--- src/hw/rtl/brace_template_tokenizer_assert.svh ---
// ------------------------------------------------------------------------
// Brace template tokenizer assertion macros
// Shared concurrent assertion forms, clocked on clk, off during reset.
// ------------------------------------------------------------------------
`ifndef BRACE_TEMPLATE_TOKENIZER_ASSERT_SVH
`define BRACE_TEMPLATE_TOKENIZER_ASSERT_SVH

// condition holds at every edge
`define BTT_ASSERT_ALWAYS(lbl, cond, msg) \
	lbl: assert property (@(posedge clk) disable iff (!arst_n) (cond)) else $error(msg);

// same-cycle implication
`define BTT_ASSERT_IMP(lbl, ante, cons, msg) \
	lbl: assert property (@(posedge clk) disable iff (!arst_n) (ante) |-> (cons)) \
		else $error(msg);

// next-cycle implication
`define BTT_ASSERT_NXT(lbl, ante, cons, msg) \
	lbl: assert property (@(posedge clk) disable iff (!arst_n) (ante) |=> (cons)) \
		else $error(msg);

`endif

--- src/hw/rtl/btt_pkg.sv ---
// ------------------------------------------------------------------------
// Brace template tokenizer package
// Token kinds, scan phases, character codes and result types.
// ------------------------------------------------------------------------
`default_nettype none

package btt_pkg;

	localparam logic [2:0] K_END     = 3'd0;
	localparam logic [2:0] K_INVALID = 3'd1;
	localparam logic [2:0] K_DEFINER = 3'd2;
	localparam logic [2:0] K_VALUE   = 3'd3;
	localparam logic [2:0] K_OPEN    = 3'd4;
	localparam logic [2:0] K_CLOSE   = 3'd5;

	localparam logic [2:0] PH_SKIP     = 3'd0;
	localparam logic [2:0] PH_AT       = 3'd1;
	localparam logic [2:0] PH_DEF      = 3'd2;
	localparam logic [2:0] PH_AFTER_AT = 3'd3;
	localparam logic [2:0] PH_VALUE    = 3'd4;

	localparam logic [7:0] CH_AT     = 8'h40;
	localparam logic [7:0] CH_LBRACE = 8'h7B;
	localparam logic [7:0] CH_RBRACE = 8'h7D;
	localparam logic [7:0] CH_NL     = 8'h0A;
	localparam logic [7:0] CH_SP     = 8'h20;
	localparam logic [7:0] CH_US     = 8'h5F;
	localparam logic [7:0] CH_TAB    = 8'h09;
	localparam logic [7:0] CH_CR     = 8'h0D;
	localparam logic [7:0] CH_LC_A   = 8'h61;
	localparam logic [7:0] CH_LC_Z   = 8'h7A;
	localparam logic [7:0] CH_UC_A   = 8'h41;
	localparam logic [7:0] CH_UC_Z   = 8'h5A;
	localparam logic [7:0] CH_DIG_0  = 8'h30;
	localparam logic [7:0] CH_DIG_9  = 8'h39;

	localparam int QDEPTH = 4;
	localparam int QAW    = $clog2(QDEPTH);
	localparam int QCW    = QAW + 1;

	typedef struct packed {
		logic [2:0]  token_kind;
		logic [15:0] start_offset;
		logic [15:0] token_length;
		logic [15:0] start_line;
		logic        run_last;
	} btt_result_t;

	typedef struct packed {
		logic        v0;
		logic        v1;
		btt_result_t r0;
		btt_result_t r1;
	} btt_push_t;

	function automatic logic is_space(logic [7:0] b);
		return (b == CH_SP) || (b >= CH_TAB && b <= CH_CR);
	endfunction

	function automatic logic is_alpha(logic [7:0] b);
		return (b >= CH_LC_A && b <= CH_LC_Z) || (b >= CH_UC_A && b <= CH_UC_Z);
	endfunction

	function automatic logic is_ident(logic [7:0] b);
		return is_alpha(b) || (b >= CH_DIG_0 && b <= CH_DIG_9) || (b == CH_US);
	endfunction

endpackage

`default_nettype wire

--- src/hw/rtl/btt_if.sv ---
// ------------------------------------------------------------------------
// Brace template tokenizer channels
// Valid/ready channels for content bytes and for tokens.
// ------------------------------------------------------------------------
`default_nettype none

interface btt_in_if;
	logic       valid;
	logic       ready;
	logic [7:0] data_byte;
	logic       end_mark;

	modport source(output valid, output data_byte, output end_mark, input ready);
	modport sink(input valid, input data_byte, input end_mark, output ready);
endinterface

interface btt_out_if;
	logic        valid;
	logic        ready;
	logic [2:0]  token_kind;
	logic [15:0] start_offset;
	logic [15:0] token_length;
	logic [15:0] start_line;
	logic        run_last;

	modport source(output valid, output token_kind, output start_offset,
		output token_length, output start_line, output run_last, input ready);
	modport sink(input valid, input token_kind, input start_offset,
		input token_length, input start_line, input run_last, output ready);
endinterface

`default_nettype wire

--- src/hw/rtl/btt_core.sv ---
// ------------------------------------------------------------------------
// Brace template tokenizer core
// Input register, scan state and token classification; up to two
// results per item are handed to the result queue.
// ------------------------------------------------------------------------
`default_nettype none
`include "brace_template_tokenizer_assert.svh"

module btt_core #(
	parameter int POSITION_BITS = 16
) (
	input  logic                clk,
	input  logic                arst_n,
	btt_in_if.sink              bytes,
	input  logic                room,
	output btt_pkg::btt_push_t  push
);
	import btt_pkg::*;

	typedef logic [POSITION_BITS-1:0] cnt_t;

	localparam cnt_t ONE = cnt_t'(1);
	localparam cnt_t TWO = cnt_t'(2);

	logic       v_s1;
	logic [7:0] byte_s1;
	logic       end_s1;
	logic       fire;

	logic [2:0] phase_q;
	cnt_t       pos_q, line_q, pstart_q, plen_q, pline_q;

	logic [2:0] phase_d;
	cnt_t       pos_d, line_d, pstart_d, plen_d, pline_d;

	logic        d_space, d_emit;
	logic [2:0]  d_phase;
	btt_result_t d_res;

	logic        v0, v1;
	btt_result_t r0, r1;

	function automatic cnt_t sat_inc(cnt_t v);
		return (v == '1) ? v : cnt_t'(v + 1'b1);
	endfunction

	function automatic btt_result_t mk(logic [2:0] kind, cnt_t off, cnt_t len, cnt_t ln);
		btt_result_t r;
		logic [POSITION_BITS+15:0] eo, el, en;
		eo = {16'b0, off};
		el = {16'b0, len};
		en = {16'b0, ln};
		r.token_kind   = kind;
		r.start_offset = eo[15:0];
		r.token_length = el[15:0];
		r.start_line   = en[15:0];
		r.run_last     = 1'b0;
		return r;
	endfunction

	assign bytes.ready = !v_s1 || room;
	assign fire        = v_s1 && room;

	always_ff @(posedge clk or negedge arst_n) begin
		if (!arst_n) begin
			v_s1 <= 1'b0;
		end else if (bytes.valid && bytes.ready) begin
			v_s1 <= 1'b1;
		end else if (fire) begin
			v_s1 <= 1'b0;
		end
	end

	always_ff @(posedge clk) begin
		if (bytes.valid && bytes.ready) begin
			byte_s1 <= bytes.data_byte;
			end_s1  <= bytes.end_mark;
		end
	end

	// dispatch of a byte from the skip phase
	always_comb begin
		d_space = is_space(byte_s1);
		d_emit  = !d_space && (byte_s1 == CH_LBRACE || byte_s1 == CH_RBRACE);
		d_res   = mk((byte_s1 == CH_LBRACE) ? K_OPEN : K_CLOSE, pos_q, ONE, line_q);
		if (byte_s1 == CH_AT) begin
			d_phase = PH_AT;
		end else if (d_space || d_emit) begin
			d_phase = PH_SKIP;
		end else begin
			d_phase = PH_VALUE;
		end
	end

	always_comb begin
		phase_d  = phase_q;
		pos_d    = sat_inc(pos_q);
		line_d   = (byte_s1 == CH_NL) ? sat_inc(line_q) : line_q;
		pstart_d = pstart_q;
		plen_d   = plen_q;
		pline_d  = pline_q;
		v0       = 1'b0;
		v1       = 1'b0;
		r0       = mk(K_END, pos_q, '0, line_q);
		r1       = mk(K_END, pos_q, '0, line_q);
		if (end_s1) begin
			phase_d  = PH_SKIP;
			pos_d    = '0;
			line_d   = '0;
			pstart_d = '0;
			plen_d   = '0;
			pline_d  = '0;
			v0       = 1'b1;
			case (phase_q)
				PH_AT, PH_AFTER_AT: begin
					r0 = mk(K_INVALID, pstart_q, ONE, pline_q);
					v1 = 1'b1;
				end
				PH_DEF: begin
					r0 = mk(K_DEFINER, pstart_q, plen_q, pline_q);
					v1 = 1'b1;
				end
				PH_VALUE: begin
					r0 = mk(K_VALUE, pstart_q, plen_q, pline_q);
					v1 = 1'b1;
				end
				default: begin
					r0 = mk(K_END, pos_q, '0, line_q);
				end
			endcase
		end else begin
			case (phase_q)
				PH_AT: begin
					if (is_alpha(byte_s1) || byte_s1 == CH_US) begin
						phase_d = PH_DEF;
						plen_d  = TWO;
					end else begin
						phase_d = PH_AFTER_AT;
					end
				end
				PH_DEF: begin
					if (byte_s1 == CH_NL || byte_s1 == CH_SP || byte_s1 == CH_LBRACE) begin
						v0      = 1'b1;
						r0      = mk(K_DEFINER, pstart_q, plen_q, pline_q);
						v1      = d_emit;
						r1      = d_res;
						phase_d = d_phase;
						if (!d_space) begin
							pstart_d = pos_q;
							pline_d  = line_q;
						end
						if (d_phase != PH_SKIP) begin
							plen_d = ONE;
						end
					end else if (is_ident(byte_s1)) begin
						plen_d = sat_inc(plen_q);
					end else begin
						v0      = 1'b1;
						r0      = mk(K_INVALID, pstart_q, ONE, pline_q);
						phase_d = PH_SKIP;
					end
				end
				PH_AFTER_AT: begin
					if (byte_s1 == CH_LBRACE) begin
						v0      = 1'b1;
						r0      = mk(K_OPEN, pstart_q, ONE, pline_q);
						phase_d = PH_SKIP;
					end else if (byte_s1 == CH_RBRACE) begin
						v0      = 1'b1;
						r0      = mk(K_CLOSE, pstart_q, ONE, pline_q);
						phase_d = PH_SKIP;
					end else begin
						phase_d = PH_VALUE;
						plen_d  = ONE;
					end
				end
				PH_VALUE: begin
					if (byte_s1 == CH_RBRACE) begin
						v0      = 1'b1;
						r0      = mk(K_VALUE, pstart_q, plen_q, pline_q);
						v1      = 1'b1;
						r1      = mk(K_CLOSE, pos_q, ONE, line_q);
						phase_d = PH_SKIP;
					end else begin
						plen_d = sat_inc(plen_q);
					end
				end
				default: begin
					v0      = d_emit;
					r0      = d_res;
					phase_d = d_phase;
					if (!d_space) begin
						pstart_d = pos_q;
						pline_d  = line_q;
					end
					if (d_phase != PH_SKIP) begin
						plen_d = ONE;
					end
				end
			endcase
		end
	end

	always_comb begin
		push.v0          = fire && v0;
		push.v1          = fire && v1;
		push.r0          = r0;
		push.r1          = r1;
		push.r0.run_last = !v1;
		push.r1.run_last = 1'b1;
	end

	always_ff @(posedge clk or negedge arst_n) begin
		if (!arst_n) begin
			phase_q  <= PH_SKIP;
			pos_q    <= '0;
			line_q   <= '0;
			pstart_q <= '0;
			plen_q   <= '0;
			pline_q  <= '0;
		end else if (fire) begin
			phase_q  <= phase_d;
			pos_q    <= pos_d;
			line_q   <= line_d;
			pstart_q <= pstart_d;
			plen_q   <= plen_d;
			pline_q  <= pline_d;
		end
	end

	`BTT_ASSERT_IMP(a_second_needs_first, push.v1, push.v0, "second result without first")
	`BTT_ASSERT_NXT(a_end_clears, fire && end_s1, phase_q == PH_SKIP && pos_q == '0 && line_q == '0, "end item left scan state")
	`BTT_ASSERT_IMP(a_end_is_last, fire && end_s1, push.v0 && ((push.v1 && push.r1.token_kind == K_END) || (!push.v1 && push.r0.token_kind == K_END)), "end item without end token last")

endmodule

`default_nettype wire

--- src/hw/rtl/btt_rqueue.sv ---
// ------------------------------------------------------------------------
// Brace template tokenizer result queue
// Small register queue that takes up to two results per cycle and
// delivers one per handshake on the token channel.
// ------------------------------------------------------------------------
`default_nettype none
`include "brace_template_tokenizer_assert.svh"

module btt_rqueue (
	input  logic               clk,
	input  logic               arst_n,
	input  btt_pkg::btt_push_t push,
	output logic               room,
	btt_out_if.source          tokens
);
	import btt_pkg::*;

	btt_result_t mem_q [QDEPTH];
	logic [QAW-1:0] wp_q, rp_q, wp_nx;
	logic [QCW-1:0] cnt_q, push_n;
	logic           pop;
	btt_result_t    head;

	assign push_n = QCW'(push.v0) + QCW'(push.v1);
	assign wp_nx  = wp_q + QAW'(1);
	assign room   = cnt_q <= QCW'(QDEPTH - 2);
	assign pop    = tokens.valid && tokens.ready;
	assign head   = mem_q[rp_q];

	assign tokens.valid        = cnt_q != '0;
	assign tokens.token_kind   = head.token_kind;
	assign tokens.start_offset = head.start_offset;
	assign tokens.token_length = head.token_length;
	assign tokens.start_line   = head.start_line;
	assign tokens.run_last     = head.run_last;

	always_ff @(posedge clk) begin
		if (push.v0) begin
			mem_q[wp_q] <= push.r0;
		end
		if (push.v1) begin
			mem_q[wp_nx] <= push.r1;
		end
	end

	always_ff @(posedge clk or negedge arst_n) begin
		if (!arst_n) begin
			wp_q  <= '0;
			rp_q  <= '0;
			cnt_q <= '0;
		end else begin
			wp_q  <= wp_q + QAW'(push_n);
			rp_q  <= rp_q + QAW'(pop);
			cnt_q <= cnt_q + push_n - QCW'(pop);
		end
	end

	`BTT_ASSERT_ALWAYS(a_cnt_bound, cnt_q <= QCW'(QDEPTH), "queue count above depth")
	`BTT_ASSERT_IMP(a_push_fits, push.v0, cnt_q <= QCW'(QDEPTH - 2), "push without room")
	`BTT_ASSERT_NXT(a_cnt_track, 1'b1, cnt_q == $past(cnt_q + push_n - QCW'(pop)), "queue count drift")

endmodule

`default_nettype wire

--- src/hw/rtl/brace_template_tokenizer.sv ---
// ------------------------------------------------------------------------
// Brace template tokenizer
// Splits a content byte stream into template tokens.
// ------------------------------------------------------------------------
// bytes : one content byte per item, or end_mark = 1 to close the content.
// tokens: one token per item: kind, start offset, length, start line and
//         run_last, set on the last token caused by one byte item.
// An accepted byte is held in the input register, classified against the
// scan state and, once the queue has room, written to a four-entry result
// queue; its tokens are offered in order from the queue head and each is
// taken on a valid/ready handshake.
// Throughput is one byte per cycle while the queue has room; a byte
// yielding two tokens (value closed by a brace, definer ended by a brace,
// flush before end) needs two handshakes; the queue holds the extra token.
// An end item emits any pending token, then end, and returns the scan state
// to its reset values for the next content.
// Reset empties the queue and clears offset, line and pending counters.
// When the token receiver stalls the queue fills; bytes.ready drops once
// fewer than two entries are free and the input register holds its item.
// Counters saturate at 2^POSITION_BITS - 1; reported fields carry the low
// 16 bits.
// ------------------------------------------------------------------------
`default_nettype none

module brace_template_tokenizer #(
	parameter int POSITION_BITS = 16
) (
	input  logic      clk,
	input  logic      arst_n,
	btt_in_if.sink    bytes,
	btt_out_if.source tokens
);
	import btt_pkg::*;

	btt_push_t push;
	logic      room;

	btt_core #(
		.POSITION_BITS(POSITION_BITS)
	) u_core (
		.clk   (clk),
		.arst_n(arst_n),
		.bytes (bytes),
		.room  (room),
		.push  (push)
	);

	btt_rqueue u_rqueue (
		.clk   (clk),
		.arst_n(arst_n),
		.push  (push),
		.room  (room),
		.tokens(tokens)
	);

endmodule

`default_nettype wire

--- src/flat_wrapper.sv ---
// flat-port wrapper written by rule: the top's interface ports become plain ports
module brace_template_tokenizer_flat import btt_pkg::*;
#(
	parameter int POSITION_BITS = 16
)
  (clk, arst_n, bytes_valid, bytes_data_byte, bytes_end_mark, bytes_ready, tokens_valid, tokens_token_kind, tokens_start_offset, tokens_token_length, tokens_start_line, tokens_run_last, tokens_ready);
  btt_in_if bytes_i ();
  btt_out_if tokens_i ();
  input  logic clk;
  input  logic arst_n;
  input wire logic [$bits(bytes_i.valid)-1:0] bytes_valid;
  input wire logic [$bits(bytes_i.data_byte)-1:0] bytes_data_byte;
  input wire logic [$bits(bytes_i.end_mark)-1:0] bytes_end_mark;
  output wire logic [$bits(bytes_i.ready)-1:0] bytes_ready;
  output wire logic [$bits(tokens_i.valid)-1:0] tokens_valid;
  output wire logic [$bits(tokens_i.token_kind)-1:0] tokens_token_kind;
  output wire logic [$bits(tokens_i.start_offset)-1:0] tokens_start_offset;
  output wire logic [$bits(tokens_i.token_length)-1:0] tokens_token_length;
  output wire logic [$bits(tokens_i.start_line)-1:0] tokens_start_line;
  output wire logic [$bits(tokens_i.run_last)-1:0] tokens_run_last;
  input wire logic [$bits(tokens_i.ready)-1:0] tokens_ready;
  assign bytes_i.valid = bytes_valid;
  assign bytes_i.data_byte = bytes_data_byte;
  assign bytes_i.end_mark = bytes_end_mark;
  assign bytes_ready = bytes_i.ready;
  assign tokens_valid = tokens_i.valid;
  assign tokens_token_kind = tokens_i.token_kind;
  assign tokens_start_offset = tokens_i.start_offset;
  assign tokens_token_length = tokens_i.token_length;
  assign tokens_start_line = tokens_i.start_line;
  assign tokens_run_last = tokens_i.run_last;
  assign tokens_i.ready = tokens_ready;
  brace_template_tokenizer #(.POSITION_BITS(POSITION_BITS)) u_core (.clk(clk), .arst_n(arst_n), .bytes(bytes_i), .tokens(tokens_i));
endmodule
--- config.mk ---
export PLATFORM = sky130hd
export DESIGN_NAME = brace_template_tokenizer_flat
export DESIGN_NICKNAME = d
export VERILOG_FILES = /design/src/hw/rtl/btt_pkg.sv /design/src/hw/rtl/btt_if.sv /design/src/hw/rtl/btt_core.sv /design/src/hw/rtl/btt_rqueue.sv /design/src/hw/rtl/brace_template_tokenizer.sv /design/src/flat_wrapper.sv
export VERILOG_INCLUDE_DIRS = /design/src /design/src/hw/rtl
export SDC_FILE = /design/constraint.sdc
export NUM_CORES = 1
export LEC_CHECK = 0
export BUFFER_PORTS_ARGS = -buffer_cell sky130_fd_sc_hd__buf_2
export CORE_ASPECT_RATIO = 1.4
export CORE_MARGIN = 2
export CORE_UTILIZATION = 55
export DETAILED_ROUTE_END_ITERATION = 8
export PLACE_DENSITY = 0.72
export SLEW_MARGIN = 20
export SYNTH_ARGS = -nofsm -noshare
export SYNTH_HDL_FRONTEND = slang
export SYNTH_SLANG_ARGS = --single-unit
--- constraint.sdc ---
create_clock -name clk -period 4.02 [get_ports clk]
set_input_delay 0.201 -clock clk [delete_from_list [all_inputs] [get_ports clk]]
set_output_delay 0.201 -clock clk [all_outputs]
set_load 0.03 [all_outputs]
==> run summary <==
======================================================================================================
Most common cell after layout, fill and taps aside                                            edfxtp_1
Area enclosed by the die boundary                                                          0.0284 mm^2
Clk Latency, worst-skew pair                                                                   0.57 ns
Clk network pwr share                                                                            0.285
Total number of H-tree levels                                                                        1
Post-route worst hold slack                                                                  0.0657 ns
Outcome                                                                                   finished, final reports clean
Post-layout nets                                                                                 1,274
Setup repair after global routing missed its margin                                                 no
Final weighted congestion in routability-driven placement                                        0.896
CP startpoint kind                                                                                flop
Warning count from the yosys run                                                                     0
Total of flip-flops plus latches after synthesis                                                   308
Worst max-slew margin expressed relative to the limit                                            0.231
Min cycle time layout                                                                          3.33 ns
Share of power burned in combinational logic                                                     0.304
Share of the clock period used by the worst path after layout                                    0.829
Starting density of the core                                                                     0.557
Number of buffers added on ports                                                                    66
Remaining Overflow, GRT                                                                              0
Unique masters post-synth                                                                           80
Clock tree skew after final layout                                                           0.0281 ns
Number of synthesized flops with an enable pin                                                     149
Post-Syn Area per Cell                                                                       12.0 um^2
Post-synth net total                                                                             1,261
Average wire per cell in the routed design                                                     22.7 um
Storage element area                                                                      0.00812 mm^2
Share of async-settable or async-resettable flops after synthesis                                0.295
Pwr per Cell Area                                                                          612 mW/mm^2
Most used DFF post-synth                                                                      edfxtp_1
Clock transition at the register clock pins on the worst setup and hold paths after CTS        0.06 ns
Number of antenna repair diodes                                                                      0
Clock tree root driver cell                                                                  clkbuf_16
Largest vdd supply drop                                                                       0.421 mV
Area taken by multi-input logic gates                                                     0.00619 mm^2
Net switching fraction of the power                                                              0.365
Leading cell types in the layout, fill and taps excluded                                  149 x edfxtp_1, 135 x a22o_1, 89 x dfrtp_1, 75 x nand2_1, 69 x o21ai_0
Type of the most critical hold path                                                          in -> reg
Final number of setup-violating endpoints                                                            0
Sum of negative setup slack                                                                       0 ns
Timing-limited maximum frequency                                                               300 MHz
Reg power frac                                                                                   0.410
Slew at the pin closest to its max-slew limit                                                  1.15 ns
Post-route antenna net violation count                                                               0
TritonCTS clock tree                                                                             built
GRT Total Usage                                                                                  0.266
DRC violations left                                                                                  0
Final hold violation count                                                                           0
DIE WIDTH                                                                                       143 um
Syn Inst Count                                                                                   1,238
Via density per instance                                                                          6.51
Number of clock sinks seen by CTS                                                                  308
Detailed-router iteration count before antenna repair                                                7
Count of boundary I/O pins                                                                          67
P&R area growth vs syn                                                                           11.4%
Category of the most critical setup path                                                    reg -> reg
Leakage                                                                                     0.00635 uW
Fill cell instance count of the final layout                                                     2,098
Detailed router's first-iteration violation count                                                  928
Highest fanout seen on the critical path                                                            19
Data arrival time of the worst path                                                            3.77 ns
Sort of element at the end of the critical path                                                   flop
Maximum Capacitance Violations                                                                       0
Post-detail-place hpwl                                                                         22.6 mm
Site row count                                                                                      71
Total CTS buffers                                                                                   29
Area of the core region                                                                    0.0267 mm^2
Maximum buffer depth of the clock tree                                                               3
Net switching component of the power                                                           3710 uW
Layout cells sized above 1                                                                       0.195
Count of cells resized by post-cts repair                                                            0
Pin count of the biggest net entering global routing                                                65
Via count of the first global-routing pass                                                      10,800
Proportion of synthesized chip area in sequential cells                                          0.545
Die height                                                                                      199 um
Total number of vias                                                                            10,700
Required time worst endpoint                                                                   4.46 ns
First-pass GRT wire length                                                                     58.8 mm
Internal                                                                                       6460 uW
Number of antenna violations at the first check in global routing                                    0
Aggregate routed wire length                                                                   37.1 mm
Cell area after technology mapping                                                         0.0149 mm^2
Final Max Slew Viols                                                                                 0
======================================================================================================
[metrics by stage]
| stage | util | std cells | total power, uW | area (um^2) | setup WS, ns |
|---|---|---|---|---|---|
| after floorplan | - | 1238 | 6320 | 14900 | 0.902 |
| final | 0.621 | 1639 | 10200 | 16600 | 0.687 |
| after global routing | 0.621 | 1639 | 10600 | 16600 | 0.433 |
| after detailed placement | 0.578 | 1574 | 7330 | 15500 | 0.694 |
| after CTS | 0.620 | 1639 | 10200 | 16600 | 0.684 |
| after global placement | 0.578 | 1574 | 7280 | 15500 | 0.697 |
[kinds of logic after synthesis]
logic type,count (synthesis),share of synthesized area
DFF,308,0.545
xor gates and xnor gates,29,0.0171
buffers and inverters,155,0.0437
AOI/OAI and AO/OA,366,0.194
and+or+nand+nor,311,0.108
adders and majority gates,10,0.00890
muxes,59,0.0839
[power by group through the flow]
stage / Sequential [uW] / Clock [uW] / Combinational (uW)
final: 4170 / 2900 / 3090
after global routing: 4230 / 3070 / 3320
after CTS: 4170 / 2940 / 3110
after detailed placement: 4240 / 0 / 3090
after global placement: 4220 / 0 / 3070
after floorplan: 3850 / 0 / 2460
[per-layer routing]
layer,vias to the layer above,part of all wire,global-route usage
li1,4824,-,-
met3,66,0.053,0.0339
met5,-,0,0
met1,5413,0.37,0.304
met4,0,0.023,0.0847
met2,360,0.55,0.508
[worst max-delay path, cell delays in order (launching register included)]
cell and delay (ns):
dfrtp_1 0.56, nor2b_1 0.25, a32o_1 0.31, a21oi_2 0.33, o211a_2 0.35, nor2_1 0.06, ha_1 0.31, inv_1 0.05
ha_1 0.26, inv_1 0.03, ha_1 0.20, fa_1 0.38, xnor2_1 0.13
[area by class of cell]
class,count,share of cell area
Clock buffer,30,0.0440
Timing Repair Buffer,117,0.0448
Clock inverter,24,0.0171
Multi-Input combinational cell,775,0.373
Inverter,20,0.00452
Tap cell,365,0.0275
Sequential cell,308,0.489
[worst paths after layout]
check                                             start                      endpoint  slack [ns]  cells past startpoint
min                                        tokens_ready       u_core.u_rqueue.rp_q[0]        0.07                      3
max in group asynchronous                        arst_n       u_core.u_rqueue.rp_q[0]        2.90                      3
min reg2reg                u_core.u_rqueue.mem_q[3][29]  u_core.u_rqueue.mem_q[3][29]        0.46                      1
min in group asynchronous                        arst_n      u_core.u_core.plen_q[14]        0.19                      2
max                            u_core.u_core.phase_q[0]      u_core.u_rqueue.cnt_q[2]        0.69                     12
max reg2reg                    u_core.u_core.phase_q[0]      u_core.u_rqueue.cnt_q[2]        0.69                     12
[repair_timing]
action	CTS	global route
buffers inserted	0	0
hold endpoints to repair	55	0
hold buffers	11	0
[sequential cells by signal (all words and copies together) (netlist names)]
| signal | cells |
|---|---|
| u_core.u_core.phase_q | 3 |
| u_core.u_core.byte_s1 | 8 |
| u_core.u_core.plen_q | 16 |
| u_core.u_rqueue.mem_q | 208 |
| u_core.u_core.pstart_q | 16 |
| u_core.u_rqueue.wp_q | 2 |
| u_core.u_rqueue.rp_q | 2 |
| u_core.u_core.v_s1 | 1 |
| u_core.u_core.pline_q | 16 |
| u_core.u_core.line_q | 16 |
| u_core.u_rqueue.cnt_q | 3 |
| u_core.u_core.end_s1 | 1 |
| u_core.u_core.pos_q | 16 |
[Yosys cell counts (4+ instances only)]
master | n | area, um^2
edfxtp_1 | 149 | 4470
a22o_1 | 135 | 1180
dfrtp_1 | 91 | 2280
clkbuf_1 | 82 | 308
nand2_1 | 76 | 285
o21ai_0 | 69 | 345
dfxtp_1 | 68 | 1360
nor2_1 | 68 | 255
a32o_1 | 61 | 611
mux4_2 | 52 | 1170
nand3_1 | 49 | 245
buf_2 | 36 | 180
a21oi_1 | 27 | 135
inv_1 | 20 | 75.1
xnor2_1 | 18 | 158
nand4_1 | 15 | 93.8
nor3_1 | 15 | 75.1
nor2b_1 | 14 | 87.6
and2_1 | 13 | 81.3
buf_1 | 12 | 45.0
o22ai_1 | 11 | 68.8
xor2_1 | 11 | 96.3
and3_1 | 10 | 62.6
ha_1 | 9 | 113
o21ai_1 | 9 | 45.0
nand2b_1 | 7 | 43.8
mux2_2 | 6 | 67.6
or4_1 | 6 | 45.0
nor3b_1 | 5 | 37.5
o21a_1 | 5 | 37.5
a21o_1 | 4 | 30.0
a31o_2 | 4 | 35.0
and4b_1 | 4 | 40.0
nor2_2 | 4 | 25.0
nor4_1 | 4 | 25.0
o31ai_1 | 4 | 30.0
or3_1 | 4 | 25.0
No activity file was read; power rests on OpenSTA's default activity.
